$ cat src/rtl/i2p_pkg.sv
// Shared types, operator codes and helper functions of the infix to postfix converter.
package i2p_pkg;

    localparam int CODE_W      = 3;
    localparam int MAX_RESULTS = 32;
    localparam int RES_CNT_W   = 6;

    typedef logic [CODE_W-1:0] code_t;
    typedef logic [1:0]        err_t;

    localparam code_t CODE_PAREN = 3'd0;
    localparam code_t CODE_BRACK = 3'd1;
    localparam code_t CODE_BRACE = 3'd2;
    localparam code_t CODE_PLUS  = 3'd3;
    localparam code_t CODE_MINUS = 3'd4;
    localparam code_t CODE_STAR  = 3'd5;
    localparam code_t CODE_SLASH = 3'd6;

    localparam err_t ERR_NONE           = 2'd0;
    localparam err_t ERR_OVERFLOW       = 2'd1;
    localparam err_t ERR_UNMATCHED_CLOSE = 2'd2;
    localparam err_t ERR_UNMATCHED_OPEN  = 2'd3;

    function automatic logic [1:0] op_rank(code_t c);
        logic [1:0] r;
        if (c < CODE_PLUS) begin
            r = 2'd0;
        end else if (c < CODE_STAR) begin
            r = 2'd1;
        end else begin
            r = 2'd2;
        end
        return r;
    endfunction

    function automatic logic [7:0] code_ascii(code_t c);
        logic [7:0] a;
        case (c)
            CODE_PAREN: a = 8'h28;
            CODE_BRACK: a = 8'h5B;
            CODE_BRACE: a = 8'h7B;
            CODE_PLUS:  a = 8'h2B;
            CODE_MINUS: a = 8'h2D;
            CODE_STAR:  a = 8'h2A;
            CODE_SLASH: a = 8'h2F;
            default:    a = 8'h00;
        endcase
        return a;
    endfunction

endpackage

$ cat src/rtl/i2p_stack_ram.sv
// Operator stack memory: one write port and one read port with registered read data.
module i2p_stack_ram #(
    parameter int DEPTH = 32,
    parameter int AW    = 5
) (
    input  logic                aclk,
    input  logic                wr_en,
    input  logic [AW-1:0]       wr_addr,
    input  i2p_pkg::code_t      wr_data,
    input  logic                rd_en,
    input  logic [AW-1:0]       rd_addr,
    output i2p_pkg::code_t      rd_data
);

    i2p_pkg::code_t mem [DEPTH];
    i2p_pkg::code_t rd_data_reg;

    always_ff @(posedge aclk) begin
        if (wr_en) begin
            mem[wr_addr] <= wr_data;
        end
    end

    always_ff @(posedge aclk) begin
        if (rd_en) begin
            rd_data_reg <= mem[rd_addr];
        end
    end

    assign rd_data = rd_data_reg;

endmodule

$ cat src/rtl/infix_to_postfix_converter_top.sv
// Top level of the shunting-yard infix to postfix converter.
//
// Characters of an infix expression arrive one beat at a time on the s_ channel;
// s_tlast marks the last character of an expression. Postfix tokens leave on the
// m_ channel; m_tlast marks the final beat caused by one input character and
// m_tuser carries the error code, with a zero token on an error beat.
// An input beat that causes no output produces no beat on the m_ channel.
// The operator stack lives in a synchronous memory of STACK_DEPTH entries.
// One character is taken at a time; s_tready rises again only when it is finished.
// Every operator popped takes a memory read and then a compare and emit, and
// the end of an expression flushes the operators left on the stack the same way.
// Tokens pass through a one-deep hold register and the output register, so the
// sequencer only stalls when both are full and the receiver holds m_tready low.
// After reset the stack holds a single opening bracket and no output is pending;
// no clearing pass is needed. After an error, characters are dropped until the
// end of the expression, which restores the start state.
module infix_to_postfix_converter_top #(
    parameter int STACK_DEPTH = 32
) (
    input  logic       aclk,
    input  logic       aresetn,
    input  logic       s_tvalid,
    output logic       s_tready,
    input  logic [7:0] s_tdata,   // char_code
    input  logic       s_tlast,   // end_of_expression
    output logic       m_tvalid,
    input  logic       m_tready,
    output logic [7:0] m_tdata,   // token
    output logic       m_tlast,   // last_of_run
    output logic [1:0] m_tuser    // error_code
);

    localparam int CNT_W = $clog2(STACK_DEPTH + 1);
    localparam int AW    = $clog2(STACK_DEPTH);
    localparam int RES_W = i2p_pkg::RES_CNT_W;
    localparam logic [CNT_W-1:0] DEPTH_C = CNT_W'(STACK_DEPTH);
    localparam logic [RES_W-1:0] RES_MAX = RES_W'(i2p_pkg::MAX_RESULTS);

    localparam logic [7:0] CH_ZERO   = 8'h30;
    localparam logic [7:0] CH_NINE   = 8'h39;
    localparam logic [7:0] CH_LPAREN = 8'h28;
    localparam logic [7:0] CH_RPAREN = 8'h29;
    localparam logic [7:0] CH_LBRACK = 8'h5B;
    localparam logic [7:0] CH_RBRACK = 8'h5D;
    localparam logic [7:0] CH_LBRACE = 8'h7B;
    localparam logic [7:0] CH_RBRACE = 8'h7D;
    localparam logic [7:0] CH_PLUS   = 8'h2B;
    localparam logic [7:0] CH_MINUS  = 8'h2D;
    localparam logic [7:0] CH_STAR   = 8'h2A;
    localparam logic [7:0] CH_SLASH  = 8'h2F;

    localparam logic [3:0] S_IDLE     = 4'd0;
    localparam logic [3:0] S_DISPATCH = 4'd1;
    localparam logic [3:0] S_OP_RD    = 4'd2;
    localparam logic [3:0] S_OP_CMP   = 4'd3;
    localparam logic [3:0] S_PUSH     = 4'd4;
    localparam logic [3:0] S_CL_RD    = 4'd5;
    localparam logic [3:0] S_CL_CMP   = 4'd6;
    localparam logic [3:0] S_ERR      = 4'd7;
    localparam logic [3:0] S_AFTER    = 4'd8;
    localparam logic [3:0] S_RESTART  = 4'd9;
    localparam logic [3:0] S_FINISH   = 4'd10;

    logic [3:0]          state_reg, state_next;
    logic [7:0]          char_reg, char_next;
    logic                end_reg, end_next;
    i2p_pkg::code_t      code_reg, code_next;
    i2p_pkg::err_t       err_reg, err_next;
    logic                flush_reg, flush_next;
    logic                skip_reg, skip_next;
    logic [CNT_W-1:0]    cnt_reg, cnt_next;
    logic                bot_dirty_reg, bot_dirty_next;
    logic                rd_bot_reg, rd_bot_next;
    logic [RES_W-1:0]    res_cnt_reg, res_cnt_next;
    logic                pend_valid_reg, pend_valid_next;
    logic [7:0]          pend_tok_reg, pend_tok_next;
    i2p_pkg::err_t       pend_err_reg, pend_err_next;
    logic                m_valid_reg, m_valid_next;
    logic [7:0]          m_tok_reg, m_tok_next;
    i2p_pkg::err_t       m_err_reg, m_err_next;
    logic                m_last_reg, m_last_next;

    logic                wr_en, rd_en;
    logic [AW-1:0]       wr_addr, rd_addr;
    i2p_pkg::code_t      wr_data, rd_data, top_code;
    logic                emit_req, emit_go, room, capped;
    logic [7:0]          emit_tok;
    i2p_pkg::err_t       emit_err;
    logic [CNT_W-1:0]    cnt_dec;

    i2p_stack_ram #(
        .DEPTH (STACK_DEPTH),
        .AW    (AW)
    ) u_stack (
        .aclk    (aclk),
        .wr_en   (wr_en),
        .wr_addr (wr_addr),
        .wr_data (wr_data),
        .rd_en   (rd_en),
        .rd_addr (rd_addr),
        .rd_data (rd_data)
    );

    assign top_code = rd_bot_reg ? i2p_pkg::CODE_PAREN : rd_data;
    assign cnt_dec  = cnt_reg - CNT_W'(1);
    assign room     = !pend_valid_reg || !m_valid_reg || m_tready;
    assign capped   = (res_cnt_reg >= RES_MAX);
    assign emit_go  = capped || room;

    assign s_tready = (state_reg == S_IDLE);
    assign m_tvalid = m_valid_reg;
    assign m_tdata  = m_tok_reg;
    assign m_tlast  = m_last_reg;
    assign m_tuser  = m_err_reg;

    always_comb begin
        state_next      = state_reg;
        char_next       = char_reg;
        end_next        = end_reg;
        code_next       = code_reg;
        err_next        = err_reg;
        flush_next      = flush_reg;
        skip_next       = skip_reg;
        cnt_next        = cnt_reg;
        bot_dirty_next  = bot_dirty_reg;
        rd_bot_next     = rd_bot_reg;
        res_cnt_next    = res_cnt_reg;
        pend_valid_next = pend_valid_reg;
        pend_tok_next   = pend_tok_reg;
        pend_err_next   = pend_err_reg;
        m_valid_next    = m_valid_reg && !m_tready;
        m_tok_next      = m_tok_reg;
        m_err_next      = m_err_reg;
        m_last_next     = m_last_reg;
        wr_en           = 1'b0;
        wr_addr         = cnt_reg[AW-1:0];
        wr_data         = code_reg;
        rd_en           = 1'b0;
        rd_addr         = cnt_dec[AW-1:0];
        emit_req        = 1'b0;
        emit_tok        = 8'h00;
        emit_err        = i2p_pkg::ERR_NONE;

        unique case (state_reg)
            S_IDLE: begin
                if (s_tvalid) begin
                    char_next    = s_tdata;
                    end_next     = s_tlast;
                    res_cnt_next = '0;
                    state_next   = S_DISPATCH;
                end
            end
            S_DISPATCH: begin
                if (skip_reg) begin
                    state_next = S_AFTER;
                end else if (char_reg >= CH_ZERO && char_reg <= CH_NINE) begin
                    emit_req = 1'b1;
                    emit_tok = char_reg;
                    if (emit_go) begin
                        state_next = S_AFTER;
                    end
                end else begin
                    unique case (char_reg) inside
                        CH_LPAREN: begin
                            code_next  = i2p_pkg::CODE_PAREN;
                            state_next = S_PUSH;
                        end
                        CH_LBRACK: begin
                            code_next  = i2p_pkg::CODE_BRACK;
                            state_next = S_PUSH;
                        end
                        CH_LBRACE: begin
                            code_next  = i2p_pkg::CODE_BRACE;
                            state_next = S_PUSH;
                        end
                        CH_RPAREN, CH_RBRACK, CH_RBRACE: begin
                            state_next = S_CL_RD;
                        end
                        CH_PLUS: begin
                            code_next  = i2p_pkg::CODE_PLUS;
                            state_next = S_OP_RD;
                        end
                        CH_MINUS: begin
                            code_next  = i2p_pkg::CODE_MINUS;
                            state_next = S_OP_RD;
                        end
                        CH_STAR: begin
                            code_next  = i2p_pkg::CODE_STAR;
                            state_next = S_OP_RD;
                        end
                        CH_SLASH: begin
                            code_next  = i2p_pkg::CODE_SLASH;
                            state_next = S_OP_RD;
                        end
                        default: begin
                            state_next = S_AFTER;
                        end
                    endcase
                end
            end
            S_OP_RD: begin
                if (cnt_reg == '0) begin
                    state_next = S_PUSH;
                end else begin
                    rd_en       = 1'b1;
                    rd_bot_next = (cnt_reg == CNT_W'(1)) && !bot_dirty_reg;
                    state_next  = S_OP_CMP;
                end
            end
            S_OP_CMP: begin
                if (top_code > i2p_pkg::CODE_SLASH ||
                    i2p_pkg::op_rank(top_code) < i2p_pkg::op_rank(code_reg)) begin
                    state_next = S_PUSH;
                end else begin
                    emit_req = 1'b1;
                    emit_tok = i2p_pkg::code_ascii(top_code);
                    if (emit_go) begin
                        cnt_next   = cnt_dec;
                        state_next = S_OP_RD;
                    end
                end
            end
            S_PUSH: begin
                if (cnt_reg == DEPTH_C) begin
                    err_next   = i2p_pkg::ERR_OVERFLOW;
                    state_next = S_ERR;
                end else begin
                    wr_en = 1'b1;
                    if (cnt_reg == '0) begin
                        bot_dirty_next = 1'b1;
                    end
                    cnt_next   = cnt_reg + CNT_W'(1);
                    state_next = S_AFTER;
                end
            end
            S_CL_RD: begin
                if (cnt_reg == '0) begin
                    err_next   = i2p_pkg::ERR_UNMATCHED_CLOSE;
                    state_next = S_ERR;
                end else begin
                    rd_en       = 1'b1;
                    rd_bot_next = (cnt_reg == CNT_W'(1)) && !bot_dirty_reg;
                    state_next  = S_CL_CMP;
                end
            end
            S_CL_CMP: begin
                if (top_code < i2p_pkg::CODE_PLUS) begin
                    cnt_next = cnt_dec;
                    if (!flush_reg) begin
                        state_next = S_AFTER;
                    end else if (cnt_dec != '0) begin
                        err_next   = i2p_pkg::ERR_UNMATCHED_OPEN;
                        state_next = S_ERR;
                    end else begin
                        state_next = S_RESTART;
                    end
                end else begin
                    emit_req = 1'b1;
                    emit_tok = i2p_pkg::code_ascii(top_code);
                    if (emit_go) begin
                        cnt_next   = cnt_dec;
                        state_next = S_CL_RD;
                    end
                end
            end
            S_ERR: begin
                emit_req = 1'b1;
                emit_err = err_reg;
                if (emit_go) begin
                    skip_next  = 1'b1;
                    state_next = S_AFTER;
                end
            end
            S_AFTER: begin
                if (!end_reg) begin
                    state_next = S_FINISH;
                end else if (skip_reg) begin
                    state_next = S_RESTART;
                end else begin
                    flush_next = 1'b1;
                    state_next = S_CL_RD;
                end
            end
            S_RESTART: begin
                cnt_next       = CNT_W'(1);
                bot_dirty_next = 1'b0;
                skip_next      = 1'b0;
                flush_next     = 1'b0;
                state_next     = S_FINISH;
            end
            S_FINISH: begin
                if (!pend_valid_reg) begin
                    state_next = S_IDLE;
                end else if (!m_valid_reg || m_tready) begin
                    m_valid_next    = 1'b1;
                    m_tok_next      = pend_tok_reg;
                    m_err_next      = pend_err_reg;
                    m_last_next     = 1'b1;
                    pend_valid_next = 1'b0;
                    state_next      = S_IDLE;
                end
            end
            default: begin
                state_next = S_IDLE;
            end
        endcase

        if (emit_req && emit_go && !capped) begin
            if (pend_valid_reg) begin
                m_valid_next = 1'b1;
                m_tok_next   = pend_tok_reg;
                m_err_next   = pend_err_reg;
                m_last_next  = 1'b0;
            end
            pend_valid_next = 1'b1;
            pend_tok_next   = emit_tok;
            pend_err_next   = emit_err;
            res_cnt_next    = res_cnt_reg + RES_W'(1);
        end
    end

    always_ff @(posedge aclk) begin
        if (!aresetn) begin
            state_reg      <= S_IDLE;
            flush_reg      <= 1'b0;
            skip_reg       <= 1'b0;
            cnt_reg        <= CNT_W'(1);
            bot_dirty_reg  <= 1'b0;
            rd_bot_reg     <= 1'b0;
            res_cnt_reg    <= '0;
            pend_valid_reg <= 1'b0;
            m_valid_reg    <= 1'b0;
        end else begin
            state_reg      <= state_next;
            flush_reg      <= flush_next;
            skip_reg       <= skip_next;
            cnt_reg        <= cnt_next;
            bot_dirty_reg  <= bot_dirty_next;
            rd_bot_reg     <= rd_bot_next;
            res_cnt_reg    <= res_cnt_next;
            pend_valid_reg <= pend_valid_next;
            m_valid_reg    <= m_valid_next;
        end
    end

    always_ff @(posedge aclk) begin
        char_reg     <= char_next;
        end_reg      <= end_next;
        code_reg     <= code_next;
        err_reg      <= err_next;
        pend_tok_reg <= pend_tok_next;
        pend_err_reg <= pend_err_next;
        m_tok_reg    <= m_tok_next;
        m_err_reg    <= m_err_next;
        m_last_reg   <= m_last_next;
    end

`ifndef SYNTH
    a_cnt_bound: assert property (@(posedge aclk) disable iff (!aresetn)
        cnt_reg <= DEPTH_C)
        else $error("Stack count exceeds the stack depth.");

    a_res_bound: assert property (@(posedge aclk) disable iff (!aresetn)
        res_cnt_reg <= RES_MAX)
        else $error("Result count exceeds the per-character limit.");

    a_idle_empty: assert property (@(posedge aclk) disable iff (!aresetn)
        s_tready |-> !pend_valid_reg)
        else $error("Input accepted while a token is still held back.");

    a_restart: assert property (@(posedge aclk) disable iff (!aresetn)
        (state_reg == S_RESTART) |=> (cnt_reg == CNT_W'(1) && !skip_reg && !bot_dirty_reg))
        else $error("Stack not returned to its start state.");

    a_no_rw: assert property (@(posedge aclk) disable iff (!aresetn)
        !(wr_en && rd_en))
        else $error("Stack read and write in the same cycle.");
`endif

endmodule
$ cat config.mk
export PLATFORM = sky130hd
export DESIGN_NAME = infix_to_postfix_converter_top
export DESIGN_NICKNAME = d
export VERILOG_FILES = /design/src/rtl/i2p_pkg.sv /design/src/rtl/i2p_stack_ram.sv /design/src/rtl/infix_to_postfix_converter_top.sv
export SDC_FILE = /design/constraint.sdc
export NUM_CORES = 1
export LEC_CHECK = 0
export ABC_AREA = 1
export BUFFER_PORTS_ARGS = -buffer_cell sky130_fd_sc_hd__buf_2
export CAP_MARGIN = 10
export CORE_ASPECT_RATIO = 1.75
export CORE_MARGIN = 5
export CORE_UTILIZATION = 35
export CTS_CLUSTER_SIZE = 14
export DETAILED_ROUTE_END_ITERATION = 8
export GPL_TIMING_DRIVEN = 0
export PLACE_DENSITY = 0.55
export SYNTH_ARGS = -nofsm -noshare
export SYNTH_HDL_FRONTEND = slang
export SYNTH_SLANG_ARGS = --single-unit
export TNS_END_PERCENT = 1
$ cat constraint.sdc
create_clock -name aclk -period 3.9 [get_ports aclk]
set_clock_uncertainty 0.1 [all_clocks]
set_input_delay 0.39 -clock aclk [delete_from_list [all_inputs] [get_ports aclk]]
set_output_delay 0.39 -clock aclk [all_outputs]
set_load 0.01 [all_outputs]
==> impl_metrics.env, run 1 <==
export IMPL_status="complete, no violations"
export IMPL_netlist_area_mm2=0.00745
export IMPL_maxCapViolations=0
export IMPL_slew_headroom_pct=43.7
export IMPL_place_ws_ns=0.170
export IMPL_synth_edff_count=134
export IMPL_routed_via_count=5460
export IMPL_dp_cells=1022
export IMPL_ys_async_sr_fraction_pct=0
export IMPL_synthSimpleGateAreaFrac_pct=18.6
export IMPL_yosysSeqAreaShare_pct=59.9
export IMPL_gp_congestion=0.940
export IMPL_vias_per_cell=5.17
export IMPL_synth_compound_area_share_pct=10.4
export IMPL_n_antenna_cell=0
export IMPL_setup_viol=0
export IMPL_drv_slew=0
export IMPL_largest_reg_flops=96
export IMPL_core_area_mm2=0.0209
export IMPL_antenna_found_initial=0
export IMPL_detail_route_antenna_nets=0
export IMPL_dr_pass1_iters=6
export IMPL_crit_fanout=12
export IMPL_die_w_um=120
export IMPL_yosys_mux_area_fraction_pct=2.42
export IMPL_dieHeight_um=203
export IMPL_cts_buffer_depth=2
export IMPL_fin_hold_ws_ns=0.0411
export IMPL_setup_total_negative_slack_ns=0
export IMPL_critical_path_class="reg2reg"
export IMPL_htree_num_levels=4
export IMPL_cts_sinks=156
export IMPL_fmax_mhz=270
export IMPL_placed_area_mm2=0.00789
export IMPL_clk_latency_ns=0.42
export IMPL_wl_per_cell_um=18.2
export IMPL_setup_worst_path_end_class="flip-flop"
export IMPL_worst_slack_ns=0.199
export IMPL_grt_pass1_vias=5550
export IMPL_drt_iter0_drc=358
export IMPL_tritoncts="yes"
export IMPL_fp_row_count=70
export IMPL_power_leakage_nw=3.30
export IMPL_nNetsFinal=814
export IMPL_ys_ff_latch=156
export IMPL_grt_pass1_wl_um=29700
export IMPL_grtUsageTotal_pct=16.3
export IMPL_cts_root_buffer="clkbuf_16"
export IMPL_min_period_ns=3.70
export IMPL_synth_adder_area_share_pct=1.51
export IMPL_clk_pin_slew_worst_paths_ns=0.06
export IMPL_synth_top_family_by_area="simple AND/OR/NAND/NOR gates"
export IMPL_yosysWarnings=0
export IMPL_drive_gt1_share_pct=14.3
export IMPL_gr_total_overflow=0
export IMPL_synth_xor_area_share_pct=0.941
export IMPL_hold_viol_final=0
export IMPL_cts_buffers=17
export IMPL_grt_max_degree=35
export IMPL_dieArea_mm2=0.0244
export IMPL_ys_flop_type="edfxtp_1"
export IMPL_avgSynthCellArea_um2=10.0
export IMPL_vdd_drop_max_uv=296
export IMPL_worst_slew_pin_slew_ns=0.841
export IMPL_cts_setup_buffers=0
export IMPL_layout_cells_non_filler=1057
export IMPL_startpoint_type="flip-flop"
export IMPL_fin_area_mm2=0.00859
export IMPL_cp_arrival_ns=3.73
export IMPL_p_total_mw=5.83
export IMPL_finalCritPeriodShare_pct=94.9
export IMPL_final_core_util_pct=41.1
export IMPL_rsz0062_at_grt="false"
export IMPL_initial_utilization_pct=35.6
export IMPL_powerDensity_mw_per_mm2=678
export IMPL_synthCells=745
export IMPL_min_path_type="in2reg"
export IMPL_syn_nets=767
export IMPL_port_buffers=25
export IMPL_hpwl_um=14300
export IMPL_fillers=2045
export IMPL_drt_wl_total_um=19300
export IMPL_cp_required_ns=3.93
export IMPL_synth_distinct_cells=41
export IMPL_pin_count=26
export IMPL_area_delta_synth_final_pct=15.4
export IMPL_drc=0
final timing paths:
kind                          startpoint                      endpoint  slack, ns  cells past startpoint
max              cnt_reg[0]$_SDFFE_PN1P_  u_stack.rd_data[1]$_DFFE_PP_       0.20                     11
max reg2reg      cnt_reg[0]$_SDFFE_PN1P_  u_stack.rd_data[1]$_DFFE_PP_       0.20                     11
min                           s_tdata[6]         char_reg[6]$_DFFE_PP_       0.04                      1
min reg2reg  res_cnt_reg[5]$_SDFFE_PN0P_   res_cnt_reg[5]$_SDFFE_PN0P_       0.39                      2
report_power, final:
part / switching (mW) / leakage (nW) / internal [mW] / total (mW)
sequential: 0.102 / 1.37 / 1.95 / 2.05
clock: 0.628 / 0.301 / 1.12 / 1.75
combinational: 1.41 / 1.63 / 0.613 / 2.03
total: 2.14 / 3.30 / 3.68 / 5.83
layer usage:
layer / track usage (%) / vias up / routed length [um]
li1: - / 2667 / -
met1: 14.5 / 2593 / 6410
met2: 32.1 / 149 / 11100
met3: 2.54 / 51 / 575
met4: 11.5 / 0 / 1200
met5: 0 / - / 0
final cells by class:
type	count	area (um2)	area share (%)
multi-input combinational	475	2530	29.4
tap	252	315	3.67
timing repair buffer	28	208	2.42
sequential	156	4460	51.9
clock inverter	7	138	1.60
inverter	91	342	3.97
buffer	23	116	1.35
clock buffer	25	485	5.65
layout by cell type (no fill, tap or decap), types with 2 or more instances in the layout:
cell and count:
edfxtp_1 134, nor2_1 116, nand2_1 95, inv_1 77
o21ai_0 62, nand3_1 54, buf_2 36, dfxtp_1 22
a21oi_1 21, mux2i_1 18, o221ai_1 18, clkbuf_16 17
nor2_2 14, inv_2 13, clkbuf_1 12, nand2_2 10
ha_1 9, xor2_1 6, nor3_1 6, nand4_1 6
o211ai_1 5, nor2_4 4, o32ai_1 4, o21ai_1 4
o22ai_1 4, bufinv_16 4, o21bai_1 3, clkbuf_8 3
buf_16 3, buf_4 2, nand3_4 2, o31ai_1 2
xnor2_1 2, a211oi_1 2, clkinv_2 2
worst max-delay path, stage by stage (launching register included):
cell and delay [ns]:
dfxtp_1 0.42, buf_2 0.21, clkinv_1 0.23, clkbuf_1 0.39, ha_1 0.56, clkbuf_1 0.32, clkbuf_1 0.51, o221ai_1 0.28
nand3_1 0.14, nand2_1 0.08, inv_1 0.07, o21ai_0 0.10
cells by family (layout without fill, tap and decap cells):
| logic type | after synthesis | after routing |
|---|---|---|
| buffers and inverters | 114 | 174 |
| other | 1 | 1 |
| XOR/XNOR | 8 | 8 |
| AND/OR/NAND/NOR | 310 | 310 |
| multiplexers | 18 | 18 |
| flip-flops | 156 | 156 |
| adder cells (fa/ha/maj) | 9 | 9 |
| AO/OA/AOI/OAI | 129 | 129 |
cells in the mapped netlist, drive strengths merged (2+ instances only):
cell	n	area [um2]
edfxtp	134	4020
nor2	134	568
nand2	106	430
inv	90	338
o21ai	66	330
nand3	56	305
dfxtp	22	440
a21oi	21	105
mux2i	18	180
o221ai	18	158
buf	15	85.1
ha	9	113
clkbuf	8	30.0
nand4	6	37.5
nor3	6	30.0
xor2	6	52.6
o211ai	5	37.5
o22ai	4	25.0
o32ai	4	35.0
o21bai	3	22.5
a211oi	2	15.0
o31ai	2	15.0
xnor2	2	17.5
timing repair:
| action | CTS | global route |
|---|---|---|
| endpoints found under the setup margin | 0 | 2 |
| gates resized for setup | 0 | 2 |
| hold endpoints to repair | 0 | 0 |
| hold buffers | 0 | 0 |
Note: power is estimated with default switching activity, not from simulation.
==> run 2: changes to the inputs <==
--- a/config.mk
+++ b/config.mk
@@ -9,7 +9,6 @@
 export BUFFER_PORTS_ARGS = -buffer_cell sky130_fd_sc_hd__buf_2
 export CAP_MARGIN = 10
 export CORE_ASPECT_RATIO = 1.75
-export CORE_MARGIN = 5
 export CORE_UTILIZATION = 35
 export CTS_CLUSTER_SIZE = 14
 export DETAILED_ROUTE_END_ITERATION = 8
==> impl_metrics.env, run 2 (synthesized netlist as in run 1, its figures left out) <==
export IMPL_path_cells="buf_2, clkinv_1, clkbuf_2, ha_1, buf_1, o21ai_0, o21ai_0, o21ai_0, o21bai_1, nand2_1, inv_1, o21ai_0"
export IMPL_hpwl_um=14100
export IMPL_die_w_um=112
export IMPL_hold_depth=1
export IMPL_grt_pass1_vias=5576
export IMPL_timing_reg2reg_setup_slack_ns=0.25
export IMPL_hold_start="s_tdata[1]"
export IMPL_worstReg2RegStart="cnt_reg[0]$_SDFFE_PN1P_"
export IMPL_cp_required_ns=4.04
export IMPL_crit_fanout=12
export IMPL_worst_slew_pin_slew_ns=0.810
export IMPL_startpoint_type="flip-flop"
export IMPL_grt_max_degree=35
export IMPL_gr_total_overflow=0
export IMPL_final_common_cell="edfxtp_1"
export IMPL_pin_count=26
export IMPL_final_cell_mix="edfxtp_1, nor2_1, nand2_1"
export IMPL_fillers=2054
export IMPL_crit_top_cell="o21ai_0"
export IMPL_slowest_stage="ha_1"
export IMPL_dr_pass1_iters=5
export IMPL_antenna_found_initial=0
export IMPL_drc=0
export IMPL_port_buffers=25
export IMPL_min_path_type="in2reg"
export IMPL_holdPathEnd="char_reg[1]$_DFFE_PP_"
export IMPL_area_delta_synth_final_pct=15.1
export IMPL_finalCritPeriodShare_pct=93.7
export IMPL_powerDensity_mw_per_mm2=675
export IMPL_drive_gt1_share_pct=15.2
export IMPL_setup_total_negative_slack_ns=0
export IMPL_dieArea_mm2=0.0219
export IMPL_fmax_mhz=274
export IMPL_clk_latency_ns=0.43
export IMPL_dieHeight_um=195
export IMPL_setup_viol=0
export IMPL_wl_per_cell_um=18.1
export IMPL_status="complete, no violations"
export IMPL_critical_path_class="reg2reg"
export IMPL_fp_row_count=70
export IMPL_hold_buffers=0
export IMPL_drt_wl_total_um=19200
export IMPL_hold_viol_final=0
export IMPL_cp_arrival_ns=3.79
export IMPL_initial_utilization_pct=35.7
export IMPL_power_leakage_nw=3.29
export IMPL_cts_buffers=17
export IMPL_max_stage_delay_ns=0.50
export IMPL_slew_headroom_pct=45.8
export IMPL_grtUsageTotal_pct=18.7
export IMPL_vias_per_cell=5.19
export IMPL_n_antenna_cell=0
export IMPL_cts_root_buffer="clkbuf_16"
export IMPL_r2r_end="u_stack.rd_data[1]$_DFFE_PP_"
export IMPL_rsz0062_at_grt="false"
export IMPL_detail_route_antenna_nets=0
export IMPL_r2r_cells=12
export IMPL_cts_setup_buffers=0
export IMPL_p_total_mw=5.79
export IMPL_cts_sinks=156
export IMPL_cts_buffer_depth=2
export IMPL_clk_pin_slew_worst_paths_ns=0.07
export IMPL_drt_iter0_drc=291
export IMPL_drv_slew=0
export IMPL_core_area_mm2=0.0208
export IMPL_nNetsFinal=814
export IMPL_maxCapViolations=0
export IMPL_min_period_ns=3.65
export IMPL_htree_num_levels=4
export IMPL_vdd_drop_max_uv=451
export IMPL_grt_pass1_wl_um=30000
export IMPL_routed_via_count=5483
export IMPL_setup_worst_path_end_class="flip-flop"
export IMPL_tritoncts="yes"
export IMPL_largest_reg_flops=96
export IMPL_gp_congestion=0.923
## run 2: worst max-delay path by stage
stage | from | end | slack [ns] | depth (start not counted)
floorplan | cnt_reg[0]$_SDFFE_PN1P_ | u_stack.rd_data[1]$_DFFE_PP_ | 1.31 | 11
global placement | cnt_reg[0]$_SDFFE_PN1P_ | u_stack.rd_data[1]$_DFFE_PP_ | 0.009 | 11
detailed placement | cnt_reg[0]$_SDFFE_PN1P_ | u_stack.rd_data[1]$_DFFE_PP_ | 0.03 | 11
CTS | cnt_reg[0]$_SDFFE_PN1P_ | u_stack.rd_data[1]$_DFFE_PP_ | 0.07 | 11
global route | cnt_reg[0]$_SDFFE_PN1P_ | u_stack.rd_data[1]$_DFFE_PP_ | 0.04 | 12
finish | cnt_reg[0]$_SDFFE_PN1P_ | u_stack.rd_data[1]$_DFFE_PP_ | 0.25 | 12
## run 2: metrics by stage
step	util (%)	setup WS (ns)	hold WS, ns	cells	area (um2)
after detailed placement	37.8	0.0333	0.386	1022	7890
final	41.1	0.246	0.0323	1057	8570
after floorplan	-	1.31	0.359	745	7450
after CTS	40.8	0.0713	0.0125	1054	8500
after global placement	37.8	0.00933	0.378	1022	7890
after global routing	41.1	0.0446	0.0184	1057	8570
## run 2: area by class of cell
type	instances	area, um2	share of cell area [%]
Inverter	91	342	3.98
Buffer	23	119	1.39
Multi-Input combinational cell	475	2530	29.5
Clock inverter	15	188	2.19
Tap cell	252	315	3.68
Timing Repair Buffer	28	195	2.28
Clock buffer	17	425	4.96
Sequential cell	156	4460	52.1
## run 2: per-layer routing
layer | part of all wire, % | vias to the layer above | GRT usage, %
li1 | - | 2679 | -
met1 | 34 | 2636 | 16.9
met2 | 58 | 135 | 38.0
met3 | 3.0 | 33 | 2.99
met4 | 4.6 | 0 | 10.5
met5 | 0 | - | 0
## run 2: what timing repair did
action,in CTS,in global routing
gates resized for setup,1,5
cloned,0,0
endpoints found under the setup margin,1,3
## run 2: where the power goes
group          total (mW)  switching (mW)  internal, mW
combinational        2.03            1.41         0.615
sequential           2.05           0.101          1.95
clock                1.71           0.699          1.02
## run 2: critical path, delay by kind of cell (launching register included)
| family | cells | cell delay [ns] |
|---|---|---|
| flip-flops | 1 | 0.45 |
| buffers and inverters | 5 | 1.22 |
| adder cells (fa/ha/maj) | 1 | 0.50 |
| AND/OR/NAND/NOR | 1 | 0.10 |
| AO/OA/AOI/OAI | 5 | 1.08 |
==> run 3: changes to the inputs <==
--- a/config.mk
+++ b/config.mk
@@ -9,12 +9,13 @@
 export BUFFER_PORTS_ARGS = -buffer_cell sky130_fd_sc_hd__buf_2
 export CAP_MARGIN = 10
 export CORE_ASPECT_RATIO = 1.75
-export CORE_UTILIZATION = 35
+export CORE_UTILIZATION = 52
 export CTS_CLUSTER_SIZE = 14
 export DETAILED_ROUTE_END_ITERATION = 8
 export GPL_TIMING_DRIVEN = 0
-export PLACE_DENSITY = 0.55
+export PLACE_DENSITY = 0.74
 export SYNTH_ARGS = -nofsm -noshare
 export SYNTH_HDL_FRONTEND = slang
+export SYNTH_HIERARCHICAL = 1
 export SYNTH_SLANG_ARGS = --single-unit
 export TNS_END_PERCENT = 1
==> constraint.sdc (replaced) <==
create_clock -name aclk -period 4.35 [get_ports aclk]
set_clock_uncertainty 0.1 [all_clocks]
set_input_delay 0.435 -clock aclk [delete_from_list [all_inputs] [get_ports aclk]]
set_output_delay 0.435 -clock aclk [all_outputs]
set_load 0.01 [all_outputs]
==> impl_metrics.env, run 3 <==
export IMPL_ys_async_sr_fraction_pct=0
export IMPL_critical_path_class="reg2reg"
export IMPL_netlist_area_leader_share_pct=53.3
export IMPL_crit_fanout=34
export IMPL_routed_via_count=5819
export IMPL_grtUsageTotal_pct=25.3
export IMPL_cts_resized=0
export IMPL_power_leakage_nw=3.33
export IMPL_cts_sinks=156
export IMPL_synth_compound_area_share_pct=5.64
export IMPL_fillers=1176
export IMPL_ys_top_cells_by_count="nand2_1, edfxtp_1, nand3_1"
export IMPL_synthCells=825
export IMPL_final_common_cell="nand2_1"
export IMPL_yosys_mux_area_fraction_pct=0
export IMPL_drc=0
export IMPL_cts_setup_buffers=0
export IMPL_setup_viol=0
export IMPL_final_seq_area_mm2=0.00446
export IMPL_synth_xor_area_share_pct=0.348
export IMPL_port_buffers=25
export IMPL_maxCapViolations=0
export IMPL_yosysWarnings=6
export IMPL_hold_viol_final=0
export IMPL_ys_flop_type="edfxtp_1"
export IMPL_dr_pass1_iters=7
export IMPL_grt_pass1_vias=5715
export IMPL_largest_reg_flops=96
export IMPL_worst_slew_pin_slew_ns=1.18
export IMPL_area_delta_synth_final_pct=12.7
export IMPL_cp_required_ns=4.34
export IMPL_multi_input_area_mm2=0.00262
export IMPL_vias_per_cell=5.49
export IMPL_drt_wl_total_um=17900
export IMPL_dieHeight_um=161
export IMPL_rsz0062_at_grt="false"
export IMPL_powerDensity_mw_per_mm2=561
export IMPL_clk_pin_slew_worst_paths_ns=0.06
export IMPL_initial_utilization_pct=53.7
export IMPL_wl_per_cell_um=16.9
export IMPL_gr_total_overflow=0
export IMPL_setup_total_negative_slack_ns=0
export IMPL_netlist_area_mm2=0.00754
export IMPL_gp_congestion=0.997
export IMPL_top_layer="met4"
export IMPL_yosys_top_cells_area="edfxtp_1, nand2_1, nand3_1, dfxtp_1, nor2_1"
export IMPL_min_path_type="in2reg"
export IMPL_cts_buffers=17
export IMPL_clk_latency_ns=0.42
export IMPL_vdd_drop_max_uv=427
export IMPL_yosysMostFrequentCell="nand2_1"
export IMPL_min_period_ns=3.24
export IMPL_status="complete, no violations"
export IMPL_wl_met3_um=544
export IMPL_slew_headroom_pct=21.3
export IMPL_antenna_found_initial=0
export IMPL_synth_distinct_cells=40
export IMPL_final_core_util_pct=60.5
export IMPL_synthSimpleGateAreaFrac_pct=27.5
export IMPL_tritoncts="yes"
export IMPL_drive_gt1_share_pct=13.5
export IMPL_syn_nets=845
export IMPL_avgSynthCellArea_um2=9.15
export IMPL_hpwl_um=13300
export IMPL_fmax_mhz=309
export IMPL_n_antenna_cell=0
export IMPL_synth_adder_area_share_pct=1.16
export IMPL_route_met2_wl_um=10200
export IMPL_finalCritPeriodShare_pct=74.5
export IMPL_pin_count=26
export IMPL_dieArea_mm2=0.0150
export IMPL_final_cell_mix="nand2_1, edfxtp_1, nand3_1"
export IMPL_nNetsFinal=889
export IMPL_ys_ff_latch=156
export IMPL_cp_arrival_ns=3.23
export IMPL_synth_top_family_by_area="simple AND/OR/NAND/NOR gates"
export IMPL_drv_slew=0
export IMPL_yosysSeqAreaShare_pct=59.2
export IMPL_wl_met1_um=5940
export IMPL_synth_edff_count=134
export IMPL_synth_top_cell_by_area="edfxtp_1"
export IMPL_htree_num_levels=4
export IMPL_die_w_um=93.1
export IMPL_core_area_mm2=0.0140
export IMPL_cts_root_buffer="clkbuf_16"
export IMPL_fp_row_count=57
export IMPL_grt_pass1_wl_um=27900
export IMPL_detail_route_antenna_nets=0
export IMPL_cts_buffer_depth=2
export IMPL_drt_iter0_drc=349
export IMPL_grt_max_degree=35
export IMPL_hold_buffers=0
export IMPL_setup_worst_path_end_class="flip-flop"
export IMPL_startpoint_type="flip-flop"
-- run 3: changes by cell type in the layout (fill, tap and decap cells not counted), moves of 17 or more --
| cell | before | now |
|---|---|---|
| o221ai_1 | 18 | 1 |
| nor2_1 | 116 | 79 |
| nand2_1 | 95 | 224 |
| o21ai_0 | 62 | 31 |
| mux2i_1 | 18 | 0 |
| nand3_1 | 54 | 112 |
-- run 3: per-layer routing --
metal | track usage (%) | up-vias
met3 | 4.52 | 68
met2 | 48.5 | 165
met1 | 22.3 | 2704
li1 | - | 2882
met5 | 0 | -
met4 | 19.5 | 0
-- run 3: worst max-delay path, cell delays in order (launching register included) --
cell      delay (ns)
edfxtp_1        1.13
nor2_1          0.07
nor2_1          0.15
inv_1           0.06
ha_1            0.27
nand2_1         0.06
nand2_2         0.09
nand3_4         0.12
nand3_4         0.13
nand2_4         0.11
nand2_2         0.10
nand2_2         0.06
buf_6           0.15
inv_1           0.26
-- run 3: path summary, 6_finish.rpt --
kind,slack (ns),cells past startpoint,startpoint,endpoint
worst min register to register,0.39,2,res_cnt_reg[5]$_SDFFE_PN0P_,res_cnt_reg[5]$_SDFFE_PN0P_
worst min-delay path,0.09,1,s_tdata[6],char_reg[6]$_DFFE_PP_
worst max-delay path,1.11,13,code_reg[0]$_DFFE_PP_,flip-flop
worst max register to register,1.11,13,code_reg[0]$_DFFE_PP_,flip-flop
-- run 3: report_power, final --
group	switching (mW)	internal [mW]
registers	0.0835	1.72
clock network	0.606	0.917
logic	1.02	0.429
-- run 3: cell families (layout without fill, tap and decap cells) --
group / Yosys count / count (layout)
and+or+nand+nor: 470 / 470
AOI/OAI and AO/OA: 77 / 77
adders and majority gates: 7 / 7
buffers and inverters: 111 / 168
xor gates and xnor gates: 3 / 3
DFF: 156 / 156
other: 1 / 1
-- run 3: area by class of cell --
| type | instances | area share [%] |
|---|---|---|
| Timing Repair Buffer | 25 | 1.47 |
| Buffer | 21 | 1.47 |
| Sequential cell | 156 | 52.5 |
| Multi-Input combinational cell | 558 | 30.8 |
| Clock buffer | 18 | 5.05 |
| Tap cell | 177 | 2.60 |
| Clock inverter | 14 | 2.16 |
| Inverter | 90 | 3.97 |
-- run 3: metrics by stage --
step | total power, mW | std cells | setup WS [ns] | hold slack (ns) | cell area, um2
6_report | 4.78 | 1059 | 1.11 | 0.0876 | 8500
5_1_grt | 5.03 | 1059 | 0.871 | 0.0764 | 8500
4_1_cts | 4.78 | 1059 | 1.06 | 0.0760 | 8500
3_5_place_dp | 3.26 | 1027 | 1.08 | 0.383 | 7890
3_3_place_gp | 3.25 | 1027 | 1.10 | 0.371 | 7890
2_1_floorplan | 2.84 | 825 | 1.77 | 0.358 | 7540
